### src/rtl/gmpc_pkg.sv
`timescale 1ns / 1ps
package gmpc_pkg;

    localparam int DEF_MAX_CLASSES = 16;
    localparam int DEF_MAX_BANDS   = 8;
    localparam int DEF_SAMPLE_BITS = 16;

    localparam int MEAN_BITS  = 25;
    localparam int WORD_BITS  = 32;
    localparam int LABEL_BITS = 16;
    localparam int NUM_BITS   = 4;
    localparam int SCORE_BITS = 48;
    localparam int INV_SHIFT  = 32;

    localparam logic [2:0] CMD_SAMPLE = 3'd0;
    localparam logic [2:0] CMD_MEAN   = 3'd1;
    localparam logic [2:0] CMD_INV    = 3'd2;
    localparam logic [2:0] CMD_DET    = 3'd3;
    localparam logic [2:0] CMD_PRIOR  = 3'd4;
    localparam logic [2:0] CMD_LABEL  = 3'd5;

    localparam logic REG_CLASSES = 1'b0;
    localparam logic REG_BANDS   = 1'b1;

    typedef struct packed {
        logic mul_en;
        logic sel_aux;
        logic acc_en;
        logic acc_clr;
        logic dist_en;
        logic dist_clr;
    } mac_ctrl_t;

endpackage

### src/rtl/gmpc_mac.sv
`timescale 1ns / 1ps
module gmpc_mac
    import gmpc_pkg::*;
#(
    parameter int DW    = 26,
    parameter int AUXW  = 30,
    parameter int ACC1W = 62,
    parameter int DISTW = 62
)
(
    input  logic                    clk,
    input  mac_ctrl_t               ctrl,
    input  logic signed [DW-1:0]    d_op,
    input  logic signed [WORD_BITS-1:0] inv_word,
    output logic signed [DISTW-1:0] dist_sum
);

    localparam int MW = (AUXW > WORD_BITS) ? AUXW : WORD_BITS;
    localparam int PW = DW + MW;

    logic signed [PW-1:0]    prod_reg;
    logic signed [ACC1W-1:0] acc1_reg;
    logic signed [DISTW-1:0] dist_reg;
    logic signed [AUXW-1:0]  aux;
    logic signed [MW-1:0]    b_op;

    assign aux      = acc1_reg[ACC1W-1:INV_SHIFT];
    assign b_op     = ctrl.sel_aux ? MW'(aux) : MW'(inv_word);
    assign dist_sum = dist_reg;

    always_ff @(posedge clk)
    begin
        if (ctrl.mul_en)
        begin
            prod_reg <= PW'(d_op) * PW'(b_op);
        end
        if (ctrl.acc_clr)
        begin
            acc1_reg <= '0;
        end
        else if (ctrl.acc_en)
        begin
            acc1_reg <= acc1_reg + ACC1W'(prod_reg);
        end
        if (ctrl.dist_clr)
        begin
            dist_reg <= '0;
        end
        else if (ctrl.dist_en)
        begin
            dist_reg <= dist_reg + DISTW'(prod_reg);
        end
    end

endmodule

### config.mk
export PLATFORM = sky130hd
export DESIGN_NAME = gmpc_mac
export DESIGN_NICKNAME = d
export VERILOG_FILES = /design/src/rtl/gmpc_pkg.sv /design/src/rtl/gmpc_mac.sv
export SDC_FILE = /design/constraint.sdc
export NUM_CORES = 2
export LEC_CHECK = 0
export BUFFER_PORTS_ARGS = -buffer_cell sky130_fd_sc_hd__buf_2
export CAP_MARGIN = 20
export CORE_MARGIN = 2
export CORE_UTILIZATION = 50
export DETAILED_ROUTE_END_ITERATION = 8
export PLACE_DENSITY = 0.74
export RECOVER_POWER = 100
export SYNTH_ARGS = -nofsm -noshare
export SYNTH_HDL_FRONTEND = slang
export SYNTH_SLANG_ARGS = --single-unit
### constraint.sdc
create_clock -name clk -period 11.1 [get_ports clk]
set_clock_uncertainty 0.1 [all_clocks]
set_input_delay 1.665 -clock clk [delete_from_list [all_inputs] [get_ports clk]]
set_output_delay 1.665 -clock clk [all_outputs]
set_load 0.02 [all_outputs]
==> results.toml <==
[sta]
slew_headroom = -1.23
rsz0062_at_grt = "no"
fin_crit_ps = 10340
timing.fmax_mhz = 96.7
hold_viol = 0
setup-tns-final_ps = 0
tightest_slew_ps = 3350
maxSlewViolCount = 244
setup_viol = 0
fin_crit_sh = 0.932

[floorplanning]
dieArea_sq_um = 88300
io_pins = 127
std_cell_rows = 107
coreArea_sq_um = 85100
die_y_microns = 297
initial_core_util = 0.505
die_w_microns = 297

[final_layout]
drive_above_1_share = 0.0380
areaGrowthSynthToFinish_pct = 4.14
layout.nets = 5948
final_util = 0.526

[synth]
ys_warn_count = 0
synthCells = 4813
synth.distinct_cells = 90
syn_area_sq_um = 43000
ys_seq_elements = 182
yosys_most_used_dff = "dfxtp_1"
yosysSeqAreaShare = 0.0983
avgSynthCellArea_sq_um = 8.93
synth_edf_count = 58
synthArstFlopShare = 0
syn_nets = 6014

[critical_path]
crit_type = "input port to flop"
crit-reg2reg-launch = "acc1_reg[46]"
r2r_cells = 25
crit_slowest_cell = "mux2_1"
cp_common_cell = "fa_1"
reg2reg_to = "prod_reg[51]"
critPathRequiredTime_ps = 11210
crit_fanout = 33
arrival_ps = 10460
r2r_slack_ps = 2300
start_kind = "input port"
cpPeakStageDelay_ps = 1000
cp-end-kind = "flop"

[run_status]
violations = "max-capacitance violations, max-slew violations"
outcome = "finished, violations left"

[clock_network]
cts_tree = "done"
cts_resized = 0
clk_pin_slew_ps = 70
hold_buffers = 0
cts-htree-levels = 4
clock_path_buffers = 2
cts_made_buffers = 17
clkSinkCount = 182
cts_root_buffer = "clkbuf_16"
clock_latency_ps = 470
post_cts.repair.setup_buffers = 0

[detailed_routing]
drt_iter0_drc = 2765
vias = 33500
drc = 0
vias_per_cell = 5.67
routed_wl_mm = 117
detail-route-antenna-nets = 0
wl_per_cell_microns = 19.8
firstDrtPassIters = 6

[global_routing]
grt_pass1_vias = 34900
grt_max_degree = 81
grt.total_usage = 0.268
antenna_found_initial = 5
grt_pass1_wl_mm = 188
gr-total-overflow = 0

[hold_path]
min_delay_path_depth = 2
worstHoldPathType = "flop to flop"
hold_path.startpoint = "acc1_reg[8]"
min_to = "acc1_reg[8]"

[placed_design]
port_buffers = 126
gp_congestion = 0.951
dpl.hpwl_mm = 95.0

[flow_run]
cap_violations = 5
## how the worst max path moves through the flow
| stage | from | end | slack (ps) | cells past startpoint |
|---|---|---|---|---|
| floorplan | ctrl[4] | prod_reg[57] | 1880 | 26 |
| global placement | ctrl[4] | prod_reg[51] | 880 | 26 |
| detailed placement | ctrl[4] | prod_reg[51] | 760 | 26 |
| CTS | ctrl[4] | prod_reg[51] | 1250 | 26 |
| global route | ctrl[4] | prod_reg[55] | 400 | 26 |
| finish | ctrl[4] | prod_reg[51] | 760 | 26 |
## cell usage after synthesis (all sizes together), types with 7 or more instances
master,n,area [sq um]
nand3,49,250
or2,11,68.8
a211oi,29,235
and3,19,119
mux2i,70,701
mux2,31,349
o21ai,114,589
o21a,19,150
nor3b,13,97.6
a211o,8,71.3
a21o,127,953
edfxtp,58,1740
a31oi,24,171
xor2,54,473
and4,10,90.1
and2,358,2240
a311oi,7,61.3
a221oi,8,70.1
nor2b,19,119
nand2,606,2270
a21oi,186,931
xnor2,99,867
fa,856,17100
ha,280,3500
o21bai,32,240
o31ai,14,148
nor3,39,195
o211ai,13,103
or3,9,56.3
clkbuf,222,833
buf,20,91.3
a21boi,12,90.1
nor2,209,785
inv,901,3380
dfxtp,124,2480
nand2b,23,144
nand4,38,238
o22ai,8,50.1
## critical path, delay by kind of cell
kind                       cells  cell delay (ps)
adders and majority gates      8             3890
AOI/OAI and AO/OA              8             2500
muxes                          1             1000
buffers and inverters          6              880
and+or+nand+nor                2              320
xor gates and xnor gates       1              150
## through the flow
stage | area (sq um) | instances | hold WS, ps | setup WS, ps
floorplan | 43000 | 4813 | 339 | 1880
detailed placement | 44400 | 5872 | 378 | 761
finish | 44700 | 5907 | 394 | 756
global route | 44700 | 5904 | 411 | 401
CTS | 44900 | 5904 | 387 | 1250
global placement | 44400 | 5872 | 372 | 877
## layout make-up
| cell class | instances | area (sq um) |
|---|---|---|
| diodes | 3 | 7.51 |
| clock buffers | 24 | 503 |
| clock inverters | 8 | 86.3 |
| fillers | 7924 | 40400 |
| inverters | 902 | 3390 |
| multi-input cells | 3487 | 34300 |
| flip-flops and latches | 182 | 4220 |
| well taps | 1144 | 1430 |
| repair buffers | 157 | 761 |
## cell usage in the layout, fill, tap and decap left out, types with 7 or more instances in the layout
cell type  count
o21ai_0      107
o21bai_1      32
fa_1         856
buf_2         62
o211ai_1      13
o22ai_1        8
a21boi_0      11
and3_1        19
clkbuf_16     18
a211o_1        7
and4_1         9
xor2_1        54
xnor2_1       99
o31ai_1       13
clkbuf_1      73
nand2b_1      23
or2_2         10
a21oi_1      186
a31oi_1       23
o21a_1        18
mux2_2        29
buf_4         25
edfxtp_1      58
nand2_1      606
or3_1          9
nor2b_1       19
nand4_1       38
nand3_1       48
nor3_1        39
and2_1       355
a221oi_1       8
ha_1         280
a21o_1       127
a311oi_1       7
dfxtp_1      124
a211oi_1      28
inv_1        901
mux2i_1       70
nor3b_1       13
nor2_1       209
## kinds of logic after synthesis
group,count (synthesis),share of synthesized area
AO/OA/AOI/OAI,667,0.105
AND/OR/NAND/NOR,1430,0.160
multiplexers,101,0.0244
buffers and inverters,1144,0.100
XOR/XNOR,153,0.0312
adder cells (fa/ha/maj),1136,0.480
flip-flops,182,0.0983
## metal layers
| metal | vias to the layer above | wire [microns] | GRT usage |
|---|---|---|---|
| met5 | - | 23 | 0 |
| met4 | 4 | 4440 | 0.0967 |
| met3 | 264 | 8490 | 0.0352 |
| met2 | 1300 | 56600 | 0.455 |
| met1 | 17000 | 47300 | 0.350 |
| li1 | 14900 | - | - |
Power is not shown: default switching activity piles up to over one toggle a cycle in this logic, so the estimate is an artifact.
